## src/hdl/dgc_pkg.sv

```systemverilog
package dgc_pkg;

    // default pointer coordinate width
    localparam int COORD_BITS_DEF = 12;

    // input item kinds
    localparam logic [1:0] KIND_MOTION  = 2'd0;
    localparam logic [1:0] KIND_TICK    = 2'd1;
    localparam logic [1:0] KIND_RESTART = 2'd2;

    // configuration register indexes
    localparam logic [2:0] REG_ENABLED       = 3'd0;
    localparam logic [2:0] REG_DWELL_TICKS   = 3'd1;
    localparam logic [2:0] REG_TOLERANCE     = 3'd2;
    localparam logic [2:0] REG_ACTION_LEFT   = 3'd3;
    localparam logic [2:0] REG_ACTION_RIGHT  = 3'd4;
    localparam logic [2:0] REG_ACTION_TOP    = 3'd5;
    localparam logic [2:0] REG_ACTION_BOTTOM = 3'd6;
    localparam logic [2:0] REG_FAST_GESTURE  = 3'd7;

    // gesture actions
    localparam logic [2:0] ACT_NONE   = 3'd0;
    localparam logic [2:0] ACT_CLICK  = 3'd1;
    localparam logic [2:0] ACT_DOUBLE = 3'd2;
    localparam logic [2:0] ACT_RIGHT  = 3'd3;
    localparam logic [2:0] ACT_MIDDLE = 3'd4;
    localparam logic [2:0] ACT_DRAG   = 3'd5;

    // mouse commands
    localparam logic [2:0] CMD_NONE      = 3'd0;
    localparam logic [2:0] CMD_L_RELEASE = 3'd1;
    localparam logic [2:0] CMD_LEFT_CLK  = 3'd2;
    localparam logic [2:0] CMD_DOUBLE    = 3'd3;
    localparam logic [2:0] CMD_RIGHT_CLK = 3'd4;
    localparam logic [2:0] CMD_MID_CLK   = 3'd5;
    localparam logic [2:0] CMD_L_PRESS   = 3'd6;

    // configuration register reset values
    localparam logic [7:0] DWELL_TICKS_RST = 8'd10;
    localparam logic [7:0] TOLERANCE_RST   = 8'd3;

    typedef struct packed {
        logic       enabled;
        logic [7:0] dwell_ticks;
        logic [7:0] tolerance;
        logic [2:0] action_left;
        logic [2:0] action_right;
        logic [2:0] action_top;
        logic [2:0] action_bottom;
        logic       fast_gesture;
    } t_cfg;

endpackage

```

## src/hdl/dgc_in_if.sv

```systemverilog
interface dgc_in_if import dgc_pkg::*; #(
    parameter int COORD_BITS = COORD_BITS_DEF
) ();
    logic                  valid;
    logic                  ready;
    logic [1:0]            kind;
    logic signed [11:0]    step_x;
    logic signed [11:0]    step_y;
    logic [COORD_BITS-1:0] pos_x;
    logic [COORD_BITS-1:0] pos_y;

    modport source (output valid, kind, step_x, step_y, pos_x, pos_y, input ready);
    modport sink (input valid, kind, step_x, step_y, pos_x, pos_y, output ready);
endinterface

```

## src/hdl/dgc_out_if.sv

```systemverilog
interface dgc_out_if import dgc_pkg::*; #(
    parameter int COORD_BITS = COORD_BITS_DEF
) ();
    logic                  valid;
    logic                  ready;
    logic [2:0]            command;
    logic                  release_left;
    logic                  move_pointer;
    logic [COORD_BITS-1:0] move_x;
    logic [COORD_BITS-1:0] move_y;

    modport source (output valid, command, release_left, move_pointer, move_x, move_y,
                    input ready);
    modport sink (input valid, command, release_left, move_pointer, move_x, move_y,
                  output ready);
endinterface

```

## src/hdl/dgc_core.sv

```systemverilog
module dgc_core import dgc_pkg::*; #(
    parameter int COORD_BITS = COORD_BITS_DEF
) (
    input  logic                  i_clk,
    input  logic                  i_rst_n,
    input  logic                  i_adv,
    input  t_cfg                  i_cfg,
    input  logic [1:0]            i_kind,
    input  logic signed [11:0]    i_step_x,
    input  logic signed [11:0]    i_step_y,
    input  logic [COORD_BITS-1:0] i_pos_x,
    input  logic [COORD_BITS-1:0] i_pos_y,
    output logic [2:0]            o_command,
    output logic                  o_release_left,
    output logic                  o_move_pointer,
    output logic [COORD_BITS-1:0] o_move_x,
    output logic [COORD_BITS-1:0] o_move_y
);

    localparam int GW = COORD_BITS + 1;
    localparam int GSQ = 2 * GW;

    typedef enum logic [1:0] {
        MODE_DWELL = 2'd0,
        MODE_DIR   = 2'd1,
        MODE_WAIT  = 2'd2
    } t_mode;

    t_mode                 r_mode, n_mode;
    logic [7:0]            r_elapsed, n_elapsed;
    logic [COORD_BITS-1:0] r_start_x, n_start_x;
    logic [COORD_BITS-1:0] r_start_y, n_start_y;
    logic                  r_left_held, n_left_held;

    logic signed [23:0]    sq_x, sq_y;
    logic [24:0]           step_sq;
    logic [15:0]           tol_sq;
    logic                  moving;
    logic                  expired;
    logic signed [GW-1:0]  gx, gy;
    logic [GW-1:0]         ax, ay;
    logic signed [GSQ-1:0] gsq_x, gsq_y;
    logic [GSQ:0]          gest_sq;
    logic                  far;
    logic [2:0]            act;

    // motion magnitude against the stillness radius
    assign sq_x    = i_step_x * i_step_x;
    assign sq_y    = i_step_y * i_step_y;
    assign step_sq = {1'b0, sq_x} + {1'b0, sq_y};
    assign tol_sq  = i_cfg.tolerance * i_cfg.tolerance;
    assign moving  = step_sq > {9'd0, tol_sq};
    assign expired = r_elapsed >= i_cfg.dwell_ticks;

    // gesture displacement from the recorded start
    assign gx      = $signed({1'b0, i_pos_x}) - $signed({1'b0, r_start_x});
    assign gy      = $signed({1'b0, i_pos_y}) - $signed({1'b0, r_start_y});
    assign ax      = gx[GW-1] ? GW'(-gx) : GW'(gx);
    assign ay      = gy[GW-1] ? GW'(-gy) : GW'(gy);
    assign gsq_x   = gx * gx;
    assign gsq_y   = gy * gy;
    assign gest_sq = {1'b0, gsq_x} + {1'b0, gsq_y};
    assign far     = gest_sq > (GSQ+1)'(tol_sq);

    // dominant direction, vertical wins a tie
    always_comb begin
        if (ax > ay) begin
            act = gx[GW-1] ? i_cfg.action_left : i_cfg.action_right;
        end else begin
            act = gy[GW-1] ? i_cfg.action_top : i_cfg.action_bottom;
        end
    end

    // next state and result of one request
    always_comb begin
        n_mode         = r_mode;
        n_elapsed      = r_elapsed;
        n_start_x      = r_start_x;
        n_start_y      = r_start_y;
        n_left_held    = r_left_held;
        o_command      = CMD_NONE;
        o_release_left = 1'b0;
        o_move_pointer = 1'b0;
        o_move_x       = '0;
        o_move_y       = '0;
        case (i_kind)
            KIND_TICK: begin
                if (r_elapsed != 8'hFF) begin
                    n_elapsed = r_elapsed + 8'd1;
                end
            end
            KIND_RESTART: begin
                n_mode    = MODE_DWELL;
                n_elapsed = 8'd0;
                if (r_left_held) begin
                    n_left_held    = 1'b0;
                    o_command      = CMD_L_RELEASE;
                    o_release_left = 1'b1;
                end
            end
            KIND_MOTION: begin
                if (i_cfg.enabled) begin
                    case (r_mode)
                        MODE_DIR: begin
                            if (moving) begin
                                if (!i_cfg.fast_gesture) begin
                                    n_elapsed = 8'd0;
                                end
                            end else if (expired) begin
                                n_mode = MODE_WAIT;
                                if (far) begin
                                    o_move_pointer = 1'b1;
                                    o_move_x       = r_start_x;
                                    o_move_y       = r_start_y;
                                    // a held button is released before the new action
                                    if (r_left_held) begin
                                        n_left_held    = 1'b0;
                                        o_release_left = 1'b1;
                                        o_command      = CMD_L_RELEASE;
                                    end
                                    if (!(r_left_held && act == ACT_DRAG)) begin
                                        case (act)
                                            ACT_CLICK:  o_command = CMD_LEFT_CLK;
                                            ACT_DOUBLE: o_command = CMD_DOUBLE;
                                            ACT_RIGHT:  o_command = CMD_RIGHT_CLK;
                                            ACT_MIDDLE: o_command = CMD_MID_CLK;
                                            ACT_DRAG: begin
                                                o_command   = CMD_L_PRESS;
                                                n_left_held = 1'b1;
                                            end
                                            default: ;
                                        endcase
                                    end
                                end
                            end
                        end
                        MODE_WAIT: begin
                            if (moving) begin
                                n_elapsed = 8'd0;
                                n_mode    = MODE_DWELL;
                            end
                        end
                        default: begin
                            if (moving) begin
                                n_elapsed = 8'd0;
                            end else if (expired) begin
                                n_elapsed = 8'd0;
                                n_start_x = i_pos_x;
                                n_start_y = i_pos_y;
                                n_mode    = MODE_DIR;
                            end
                        end
                    endcase
                end
            end
            default: ;
        endcase
    end

    // gesture state
    always_ff @(posedge i_clk) begin
        if (!i_rst_n) begin
            r_mode      <= MODE_DWELL;
            r_elapsed   <= 8'd0;
            r_start_x   <= '0;
            r_start_y   <= '0;
            r_left_held <= 1'b0;
        end else if (i_adv) begin
            r_mode      <= n_mode;
            r_elapsed   <= n_elapsed;
            r_start_x   <= n_start_x;
            r_start_y   <= n_start_y;
            r_left_held <= n_left_held;
        end
    end

endmodule

```

## src/hdl/dwell_gesture_click_fsm_unit.sv

```systemverilog
// An accepted request is held in the input register, and its result in the result register.
// Throughput: one request per cycle unless stalled; the input and result registers
// form a two-stage pipe, and the gesture state updates as each request leaves stage one.
// Reset (i_rst_n, synchronous, active low) empties both stages, sets dwell mode,
// clears the countdown, start point and held button, and loads register defaults.
module dwell_gesture_click_fsm_unit import dgc_pkg::*; #(
    parameter int COORD_BITS = COORD_BITS_DEF
) (
    input  logic       i_clk,
    input  logic       i_rst_n,
    dgc_in_if.sink     i_req,
    dgc_out_if.source  o_res,
    input  logic       i_cfg_we,
    input  logic [2:0] i_cfg_idx,
    input  logic [7:0] i_cfg_data
);

    t_cfg                  r_cfg;
    logic                  r_in_valid;
    logic [1:0]            r_kind;
    logic signed [11:0]    r_step_x, r_step_y;
    logic [COORD_BITS-1:0] r_pos_x, r_pos_y;
    logic                  r_out_valid;
    logic [2:0]            r_command;
    logic                  r_release_left;
    logic                  r_move_pointer;
    logic [COORD_BITS-1:0] r_move_x, r_move_y;

    logic                  adv;
    logic [2:0]            n_command;
    logic                  n_release_left;
    logic                  n_move_pointer;
    logic [COORD_BITS-1:0] n_move_x, n_move_y;

    // configuration registers
    always_ff @(posedge i_clk) begin
        if (!i_rst_n) begin
            r_cfg.enabled       <= 1'b0;
            r_cfg.dwell_ticks   <= DWELL_TICKS_RST;
            r_cfg.tolerance     <= TOLERANCE_RST;
            r_cfg.action_left   <= ACT_CLICK;
            r_cfg.action_right  <= ACT_RIGHT;
            r_cfg.action_top    <= ACT_DOUBLE;
            r_cfg.action_bottom <= ACT_DRAG;
            r_cfg.fast_gesture  <= 1'b0;
        end else if (i_cfg_we) begin
            case (i_cfg_idx)
                REG_ENABLED:       r_cfg.enabled       <= i_cfg_data[0];
                REG_DWELL_TICKS:   r_cfg.dwell_ticks   <= i_cfg_data;
                REG_TOLERANCE:     r_cfg.tolerance     <= i_cfg_data;
                REG_ACTION_LEFT:   r_cfg.action_left   <= i_cfg_data[2:0];
                REG_ACTION_RIGHT:  r_cfg.action_right  <= i_cfg_data[2:0];
                REG_ACTION_TOP:    r_cfg.action_top    <= i_cfg_data[2:0];
                REG_ACTION_BOTTOM: r_cfg.action_bottom <= i_cfg_data[2:0];
                REG_FAST_GESTURE:  r_cfg.fast_gesture  <= i_cfg_data[0];
                default: ;
            endcase
        end
    end

    // handshake: stage one moves on when the result register is free or draining
    assign adv         = r_in_valid && (!r_out_valid || o_res.ready);
    assign i_req.ready = !r_in_valid || adv;

    // input register
    always_ff @(posedge i_clk) begin
        if (!i_rst_n) begin
            r_in_valid <= 1'b0;
        end else if (i_req.ready) begin
            r_in_valid <= i_req.valid;
        end
    end

    always_ff @(posedge i_clk) begin
        if (i_req.valid && i_req.ready) begin
            r_kind   <= i_req.kind;
            r_step_x <= i_req.step_x;
            r_step_y <= i_req.step_y;
            r_pos_x  <= i_req.pos_x;
            r_pos_y  <= i_req.pos_y;
        end
    end

    dgc_core #(
        .COORD_BITS (COORD_BITS)
    ) u_core (
        .i_clk          (i_clk),
        .i_rst_n        (i_rst_n),
        .i_adv          (adv),
        .i_cfg          (r_cfg),
        .i_kind         (r_kind),
        .i_step_x       (r_step_x),
        .i_step_y       (r_step_y),
        .i_pos_x        (r_pos_x),
        .i_pos_y        (r_pos_y),
        .o_command      (n_command),
        .o_release_left (n_release_left),
        .o_move_pointer (n_move_pointer),
        .o_move_x       (n_move_x),
        .o_move_y       (n_move_y)
    );

    // result register
    always_ff @(posedge i_clk) begin
        if (!i_rst_n) begin
            r_out_valid <= 1'b0;
        end else if (adv) begin
            r_out_valid <= 1'b1;
        end else if (o_res.ready) begin
            r_out_valid <= 1'b0;
        end
    end

    always_ff @(posedge i_clk) begin
        if (adv) begin
            r_command      <= n_command;
            r_release_left <= n_release_left;
            r_move_pointer <= n_move_pointer;
            r_move_x       <= n_move_x;
            r_move_y       <= n_move_y;
        end
    end

    assign o_res.valid        = r_out_valid;
    assign o_res.command      = r_command;
    assign o_res.release_left = r_release_left;
    assign o_res.move_pointer = r_move_pointer;
    assign o_res.move_x       = r_move_x;
    assign o_res.move_y       = r_move_y;

endmodule

```

## src/flat_wrapper.sv

```systemverilog
// flat-port wrapper written by rule: the top's interface ports become plain ports
module dwell_gesture_click_fsm_unit_flat import dgc_pkg::*;
#(
    parameter int COORD_BITS = COORD_BITS_DEF
)
  (i_clk, i_rst_n, i_cfg_we, i_cfg_idx, i_cfg_data, i_req_valid, i_req_kind, i_req_step_x, i_req_step_y, i_req_pos_x, i_req_pos_y, i_req_ready, o_res_valid, o_res_command, o_res_release_left, o_res_move_pointer, o_res_move_x, o_res_move_y, o_res_ready);
  dgc_in_if #(.COORD_BITS(COORD_BITS)) i_req_i ();
  dgc_out_if #(.COORD_BITS(COORD_BITS)) o_res_i ();
  input  logic i_clk;
  input  logic i_rst_n;
  input  logic i_cfg_we;
  input  logic [2:0] i_cfg_idx;
  input  logic [7:0] i_cfg_data;
  input wire logic [$bits(i_req_i.valid)-1:0] i_req_valid;
  input wire logic [$bits(i_req_i.kind)-1:0] i_req_kind;
  input wire logic [$bits(i_req_i.step_x)-1:0] i_req_step_x;
  input wire logic [$bits(i_req_i.step_y)-1:0] i_req_step_y;
  input wire logic [$bits(i_req_i.pos_x)-1:0] i_req_pos_x;
  input wire logic [$bits(i_req_i.pos_y)-1:0] i_req_pos_y;
  output wire logic [$bits(i_req_i.ready)-1:0] i_req_ready;
  output wire logic [$bits(o_res_i.valid)-1:0] o_res_valid;
  output wire logic [$bits(o_res_i.command)-1:0] o_res_command;
  output wire logic [$bits(o_res_i.release_left)-1:0] o_res_release_left;
  output wire logic [$bits(o_res_i.move_pointer)-1:0] o_res_move_pointer;
  output wire logic [$bits(o_res_i.move_x)-1:0] o_res_move_x;
  output wire logic [$bits(o_res_i.move_y)-1:0] o_res_move_y;
  input wire logic [$bits(o_res_i.ready)-1:0] o_res_ready;
  assign i_req_i.valid = i_req_valid;
  assign i_req_i.kind = i_req_kind;
  assign i_req_i.step_x = i_req_step_x;
  assign i_req_i.step_y = i_req_step_y;
  assign i_req_i.pos_x = i_req_pos_x;
  assign i_req_i.pos_y = i_req_pos_y;
  assign i_req_ready = i_req_i.ready;
  assign o_res_valid = o_res_i.valid;
  assign o_res_command = o_res_i.command;
  assign o_res_release_left = o_res_i.release_left;
  assign o_res_move_pointer = o_res_i.move_pointer;
  assign o_res_move_x = o_res_i.move_x;
  assign o_res_move_y = o_res_i.move_y;
  assign o_res_i.ready = o_res_ready;
  dwell_gesture_click_fsm_unit #(.COORD_BITS(COORD_BITS)) u_core (.i_clk(i_clk), .i_rst_n(i_rst_n), .i_req(i_req_i), .o_res(o_res_i), .i_cfg_we(i_cfg_we), .i_cfg_idx(i_cfg_idx), .i_cfg_data(i_cfg_data));
endmodule
```

## config.mk

```make
export PLATFORM = sky130hd
export DESIGN_NAME = dwell_gesture_click_fsm_unit_flat
export DESIGN_NICKNAME = d
export VERILOG_FILES = /design/src/hdl/dgc_pkg.sv /design/src/hdl/dgc_in_if.sv /design/src/hdl/dgc_out_if.sv /design/src/hdl/dgc_core.sv /design/src/hdl/dwell_gesture_click_fsm_unit.sv /design/src/flat_wrapper.sv
export SDC_FILE = /design/constraint.sdc
export NUM_CORES = 2
export LEC_CHECK = 0
export BUFFER_PORTS_ARGS = -buffer_cell sky130_fd_sc_hd__buf_2
export CORE_MARGIN = 1
export CORE_UTILIZATION = 54
export CTS_CLUSTER_SIZE = 40
export DETAILED_ROUTE_END_ITERATION = 10
export GPL_TIMING_DRIVEN = 0
export PLACE_DENSITY_LB_ADDON = 0.12
export SYNTH_ARGS = -nofsm -noshare
export SYNTH_HDL_FRONTEND = slang
export SYNTH_SLANG_ARGS = --single-unit
export TNS_END_PERCENT = 30
```

## constraint.sdc

```tcl
create_clock -name i_clk -period 18.9 [get_ports i_clk]
set_clock_uncertainty 0.15 [all_clocks]
set_input_delay 3.78 -clock i_clk [delete_from_list [all_inputs] [get_ports i_clk]]
set_output_delay 3.78 -clock i_clk [all_outputs]
set_load 0.005 [all_outputs]
```

# Word level (Yosys, flattened, before mapping)
# Cells that the tools add are included.
[totals] register_bits=146 out_inout_bits=31 in_bits=66 elab_cells=154
[op_classes] magnitude_cmp=4 mul=5 eq_ne=30 add_sub_neg=7 n_mux=49 reduce_logical=27 bitwise_logic=7
[op_table] op="2-to-1 mux 8 bit" n=7
[op_table] op="multiplier 13 x 13 -> 26 bit" n=2
[op_table] op="multiplier 12 x 12 -> 24 bit" n=2
[op_table] op="adder 26 x 26 -> 27 bit" n=1
[op_table] op="> comparator 27 x 16 -> 1 bit" n=1
[op_table] op="2-to-1 mux 3 bit" n=9
[op_table] op="2-to-1 mux 13 bit" n=2
[op_table] op="negation 13 bit" n=2
[op_table] op="subtractor 12 x 12 -> 13 bit" n=2
[op_table] op="adder 24 x 24 -> 25 bit" n=1
[op_table] op="> comparator 25 x 16 -> 1 bit" n=1
[op_table] op="one-hot mux 8 bit (3 select lines)" n=1
[op_table] op="!= test 3 bit, second input constant" n=7
[op_table] op="== test 3 bit, second input constant" n=6
[op_table] op="2-to-1 mux 1 bit" n=17
[op_table] op="multiplier 8 x 8 -> 16 bit" n=1
[op_table] op="one-hot mux 8 bit (2 select lines)" n=1
[op_table] op="AND reduction 2 bit" n=8
[op_table] op="AND reduction 8 bit" n=2
[op_table] op="one-hot mux 3 bit (5 select lines)" n=1
[op_table] op="> comparator 13 bit" n=1
[op_table] op="== test 3 x 2 -> 1 bit, second input constant" n=4
[op_table] op="2-to-1 mux 2 bit" n=6
[op_table] op="!= test 2 bit, second input constant" n=5
[op_table] op="other kinds (23)" n=39

# Logic depth before layout (Yosys ltp)
[depth] word_depth=14 mapped_depth=48 depth_no_buf=45

# By module
# A second synthesis with hierarchy kept.
[hier_totals] hier_cells=3496 area_unflattened_um2=32653.8
[by_module_without_submodules] mod="dgc_core" cells_per_inst=3291 seq_area_each_um2=700.7 instances=1 area_each_um2=28985.3
[by_module_without_submodules] mod="dwell_gesture_click_fsm_unit" cells_per_inst=205 seq_area_each_um2=3012.9 instances=1 area_each_um2=3668.5

# Worst setup path before layout
# Ideal clock, no wire load.
[synth_timing] path_type="register -> register" start="register u_core.r_pos_x[0]" end="register u_core.r_move_x[10], in the netlist u_core.o_res.move_x[10], data pin" path_stages_with_launch=42 arrival_ns=9.732 setup_time_ns=0.255 period_less_slack_ns=10.137 t_required_ns=18.495 n_path_buf=4 path_slack_ns=8.763 cell_sequence="edfxtp_1 -> inv_1 -> ha_1 -> inv_1 -> fa_1 -> nand2_1 -> a21oi_1 -> nor4_1 -> o31ai_1 -> o41ai_1 -> clkbuf_1 -> clkbuf_1 -> nand2_1 -> fa_1 -> fa_1 -> inv_1 -> fa_1 -> fa_1 -> [6 not listed] -> o21ai_0 -> nor4_1 -> o41ai_1 -> a21oi_1 -> xnor2_1 -> ha_1 -> inv_1 -> nor3_1 -> a2111oi_0 -> nand4_1 -> a211oi_1 -> nand4_1 -> or4_1 -> nor3_1 -> nor4_1 -> buf_2 -> buf_2 -> and2_1"
[synth_between] elab_chain_len=6
[synth_lines] element="from (decl)" line="dwell_gesture_click_fsm_unit.sv:22" rtl="logic [COORD_BITS-1:0] r_pos_x, r_pos_y;"
[synth_lines] element="from (signal assigned)" line="dwell_gesture_click_fsm_unit.sv:79" rtl="r_pos_x <= i_req.pos_x;"
[synth_lines] element="subtractor 12 x 12 -> 13 bit" line="dgc_core.sv:56" rtl="assign gx = $signed({1'b0, i_pos_x}) - $signed({1'b0, r_start_x});"
[synth_lines] element="multiplier 13 x 13 -> 26 bit" line="dgc_core.sv:60" rtl="assign gsq_x = gx * gx;"
[synth_lines] element="adder 26 x 26 -> 27 bit" line="dgc_core.sv:62" rtl="assign gest_sq = {1'b0, gsq_x} + {1'b0, gsq_y};"
[synth_lines] element="> comparator 27 x 16 -> 1 bit" line="dgc_core.sv:63" rtl="assign far = gest_sq > (GSQ+1)'(tol_sq);"
[synth_lines] element="inverter 1 bit (no line)"
[synth_lines] element="OR reduction 6 bit (no line)"
[synth_lines] element="to (signal assigned)" line="dwell_gesture_click_fsm_unit.sv:119" rtl="r_move_x <= n_move_x;"
[synth_lines] element="to (decl)" line="dwell_gesture_click_fsm_unit.sv:27" rtl="logic [COORD_BITS-1:0] r_move_x, r_move_y;"
# No other way between the ends.
# A chain may end at the register's enable or synchronous reset.

# Worst setup path in the final report
[layout_timing] start="register u_core.r_pos_y[1]" end="register u_core.r_move_x[6], in the netlist u_core.o_res.move_x[6], data pin"
[layout_between] elab_chain_len=6
[layout_lines] element="from (decl)" line="dwell_gesture_click_fsm_unit.sv:22"
[layout_lines] element="from (signal assigned)" line="dwell_gesture_click_fsm_unit.sv:80" rtl="r_pos_y <= i_req.pos_y;"
[layout_lines] element="subtractor 12 x 12 -> 13 bit" line="dgc_core.sv:57" rtl="assign gy = $signed({1'b0, i_pos_y}) - $signed({1'b0, r_start_y});"
[layout_lines] element="multiplier 13 x 13 -> 26 bit" line="dgc_core.sv:61" rtl="assign gsq_y = gy * gy;"
[layout_lines] element="adder 26 x 26 -> 27 bit" line="dgc_core.sv:62"
[layout_lines] element="> comparator 27 x 16 -> 1 bit" line="dgc_core.sv:63"
[layout_lines] element="inverter 1 bit (no line)"
[layout_lines] element="OR reduction 6 bit (no line)"
# No other way between the ends.

==> summary.md <==
• 17 — total CTS buffers
• sky130_fd_sc_hd__inv_1 — most common library cell in the layout ignoring fill and taps
• 0.0471 — fraction of final layout cells with drive strength greater than 1
• 23812 — count of vias placed by the detailed router
• 0.896 — Final GP Congestion
• 0.672 — Tcrit/Tclk final
• 2 — worst hold path cell count
• 248 µm — vertical die dimension
• 0.0328 mm² — Netlist Area Pre-Place
• 0 — number of maximum-capacitance violations
• 0 — GR Overflow Total
• 12.70 ns — shortest period the worst path allows
• 12.77 ns — Critical Path AT
• 0 — Final Max Tran Viols
• 6.20 ns — setup slack of the most critical reg-to-reg path
• 0.0342 mm² — standard cell area after detailed placement
• 0 — total of endpoints with negative setup slack in the final report
• sky130_fd_sc_hd__clkbuf_16 — CTS root buf
• 0.0259 mm² — multi-input gate area in the final layout
• 0 — number of buffers inserted by post-CTS setup repair
• u_core.r_cfg[26] — Hold Crit Start
• 4 — htree depth
• 0 — share of synthesized registers carrying an async set or reset
• 5.31 — via count normalized by instance count
• 0.551 — initial standard-cell utilization of the core
• 62300 µm — post-detailed-placement half-perimeter wirelength
• 0.586 — Final Util
• 77 — number of distinct library cells after synthesis
• 0.0372 — Max-Slew Margin vs Limit
• 5 — count of TritonRoute iterations in the first routing pass
• sky130_fd_sc_hd__fa_1 — Critical Path Most Common Cell
• u_core.r_pos_y[1] — worst reg2reg path startpoint
• 79 — EDFF count, synth
• register — crit end category
• 0.0787 GHz — maximum clock frequency
• 0.135 — post-synthesis simple-gate area fraction
• 122000 µm — wire length of the first global-routing pass
• 248 µm — Die Span X
• 23845 — via count of the first global-routing pass
• register — sort of element at the start of the critical path
• sky130_fd_sc_hd__inv_1 (742), sky130_fd_sc_hd__fa_1 (553), sky130_fd_sc_hd__ha_1 (412), sky130_fd_sc_hd__nand2_1 (291), sky130_fd_sc_hd__nor2_1 (225) — commonest cells after routing, fill and taps aside
• 1.43 ns — pin slew with the least headroom to its limit
• 0.113 — sequential fraction of the synthesis area
• 10 — highest net fanout along the worst path
• 4730 — number of nets in the layout
• 95 — count of buffers inserted at the top-level ports
• 0 — warnings from Yosys
• register to register — class of the most critical hold timing path
• 6.20 ns — worst-case setup margin in the final layout
• 0.253 — total global-route track usage
• 0 — DRC errors left
• 0.72 ns — biggest cell delay along the critical path
• 0.0516 — post-synthesis share of cell area spent on xor and xnor gates
• u_core.r_cfg[26] — worst hold path endpoint
• 32 — largest net degree at the start of global routing
• 0.0197 — fraction of synthesized area in multiplexers
• 0.0349 mm² — final instance area
• 5461 — fillers
• 0 — number of buffers added to fix hold violations after cts
• 0 — remaining number of nets flagged by the antenna check after routing
• 73200 µm — Routed WL
• sky130_fd_sc_hd__nor2_1 — slowest library cell on the worst path
• 0.00371 mm² — storage element area
• 0.48 ns — Worst-Skew Late Latency
• finished clean — outcome
• 0.0870 — Synth Area in Compound Gates
• 146 — post-synthesis sequential element count
• 1267 — number of design-rule violations left by the first detailed-router iteration
• sky130_fd_sc_hd__edfxtp_1 — most used flip-flop cell after synthesis
• 16.3 µm — Wirelength per Cell
• 0.495 — adder and majority cell fraction of the synthesized area
• 97 — I/O pin total
• 0.0617 mm² — floorplan die area
• 2 — initial antenna violation count
• register to register — type of the worst setup path
• done — clock tree from TritonCTS
• 3582 — Mapped Cells
• 18.97 ns — endpoint required time on the critical path
• 0 — final hold violation count
• adder cells — dominant combinational cell family by area after synthesis
• 89 — number of standard-cell rows in the floorplan
• 0 — post-cts sizing count
• u_core.o_res.move_x[6] — Critical R2R Capture
• 9.15 µm² — mean instance size in the synthesized netlist
• 0.0595 mm² — core outline area
• 43 — cell count of the worst reg-to-reg path
• 146 — number of clock sinks seen by CTS
• 6.32 ns — pre-CTS setup slack
• 0.07 ns — clock input transition at the sequential cells of the worst setup and hold paths
• false — RSZ-0062 raised after global routing
• 0 ns — final total negative setup slack
• 2 — maximum count of clock buffers along a single path
• 6.42% — Area Overhead vs Synth
==> metal layers <==
metal  track usage  part of all wire  vias to the layer above
met5             0           0.00018                        -
met4        0.0502             0.015                        2
met3        0.0410             0.052                       58
met2         0.388              0.44                      479
met1         0.377              0.49                    11660
li1              -                 -                    11613
==> worst max-delay path by stage <==
| stage | start | end | slack (ns) | cells past startpoint |
|---|---|---|---|---|
| finish | u_core.r_pos_y[1] | u_core.o_res.move_x[6] | 6.20 | 43 |
| global route | u_core.r_pos_y[1] | u_core.o_res.move_x[5] | 5.42 | 41 |
| CTS | u_core.r_pos_y[1] | u_core.o_res.move_x[6] | 6.24 | 41 |
| detailed placement | u_core.r_pos_y[1] | u_core.o_res.move_x[6] | 6.32 | 41 |
| global placement | u_core.r_pos_y[1] | u_core.o_res.move_x[6] | 6.36 | 41 |
| floorplan | u_core.r_pos_x[0] | u_core.o_res.move_x[10] | 8.76 | 41 |
==> sequential cells by signal (all words and copies together) (netlist names) <==
signal and flops:
u_core.u_core.r_left_held 1, u_core.o_res.valid 1, u_core.o_res.move_y 12, u_core.r_cfg 30
u_core.o_res.release_left 1, u_core.r_pos_x 12, u_core.r_kind 2, u_core.o_res.move_pointer 1
u_core.o_res.move_x 12, u_core.u_core.r_start_x 12, u_core.r_step_x 12, u_core.r_pos_y 12
u_core.o_res.command 3, u_core.r_step_y 12, u_core.u_core.r_start_y 12, u_core.u_core.r_elapsed 8
u_core.r_in_valid 1, u_core.u_core.r_mode 2
==> critical path: cells and delay by family (launching register included) <==
kind                       cells  cell delay (ns)
DFF                            1             0.45
xor gates and xnor gates       2             0.56
muxes                          1             0.38
and+or+nand+nor               11             3.09
adders and majority gates      9             3.81
buffers and inverters          7             1.27
AOI/OAI and AO/OA             13             2.75
==> synth_stat cells (17+ instances only) <==
cell,count,share of area
sky130_fd_sc_hd__fa_1,553,0.34
sky130_fd_sc_hd__nor3_1,47,0.0072
sky130_fd_sc_hd__nor2_1,225,0.026
sky130_fd_sc_hd__edfxtp_1,79,0.072
sky130_fd_sc_hd__o21ai_0,83,0.013
sky130_fd_sc_hd__inv_1,742,0.085
sky130_fd_sc_hd__xnor2_1,151,0.040
sky130_fd_sc_hd__or3_1,21,0.0040
sky130_fd_sc_hd__and3_1,21,0.0040
sky130_fd_sc_hd__nor2b_1,38,0.0073
sky130_fd_sc_hd__nand2_1,291,0.033
sky130_fd_sc_hd__clkbuf_1,77,0.0088
sky130_fd_sc_hd__ha_1,412,0.16
sky130_fd_sc_hd__o21a_1,23,0.0053
sky130_fd_sc_hd__a21oi_1,152,0.023
sky130_fd_sc_hd__a21o_1,42,0.0096
sky130_fd_sc_hd__mux2i_1,60,0.018
sky130_fd_sc_hd__nand4_1,17,0.0032
sky130_fd_sc_hd__nand2b_1,34,0.0065
sky130_fd_sc_hd__and2_1,132,0.025
sky130_fd_sc_hd__xor2_1,42,0.011
sky130_fd_sc_hd__dfxtp_1,67,0.041
sky130_fd_sc_hd__nand3_1,46,0.0070
==> per-stage QoR <==
| step | hold WS, ns | std cells |
|---|---|---|
| after global routing | 0.322 | 4486 |
| after detailed placement | 0.298 | 4452 |
| after CTS | 0.307 | 4484 |
| final | 0.305 | 4487 |
| after global placement | 0.295 | 4451 |
| after floorplan | 0.286 | 3583 |
==> logic make-up after synthesis <==
logic type,count (synthesis)
other,1
XOR/XNOR,193
multiplexers,64
flip-flops,146
buffers and inverters,845
adder cells (fa/ha/maj),965
AO/OA/AOI/OAI,445
AND/OR/NAND/NOR,923
==> layout make-up <==
cell class	count	share of cell area
Multi-Input combinational cell	2592	0.742
Tap cell	773	0.0277
Buffer	91	0.0109
Sequential cell	146	0.107
Antenna cell	2	0.000144
Timing Repair Buffer	97	0.0144
Inverter	754	0.0812
Clock inverter	15	0.00542
Clock buffer	17	0.0122
Power is not shown: default switching activity piles up to over one toggle a cycle in this logic, so the estimate is an artifact.
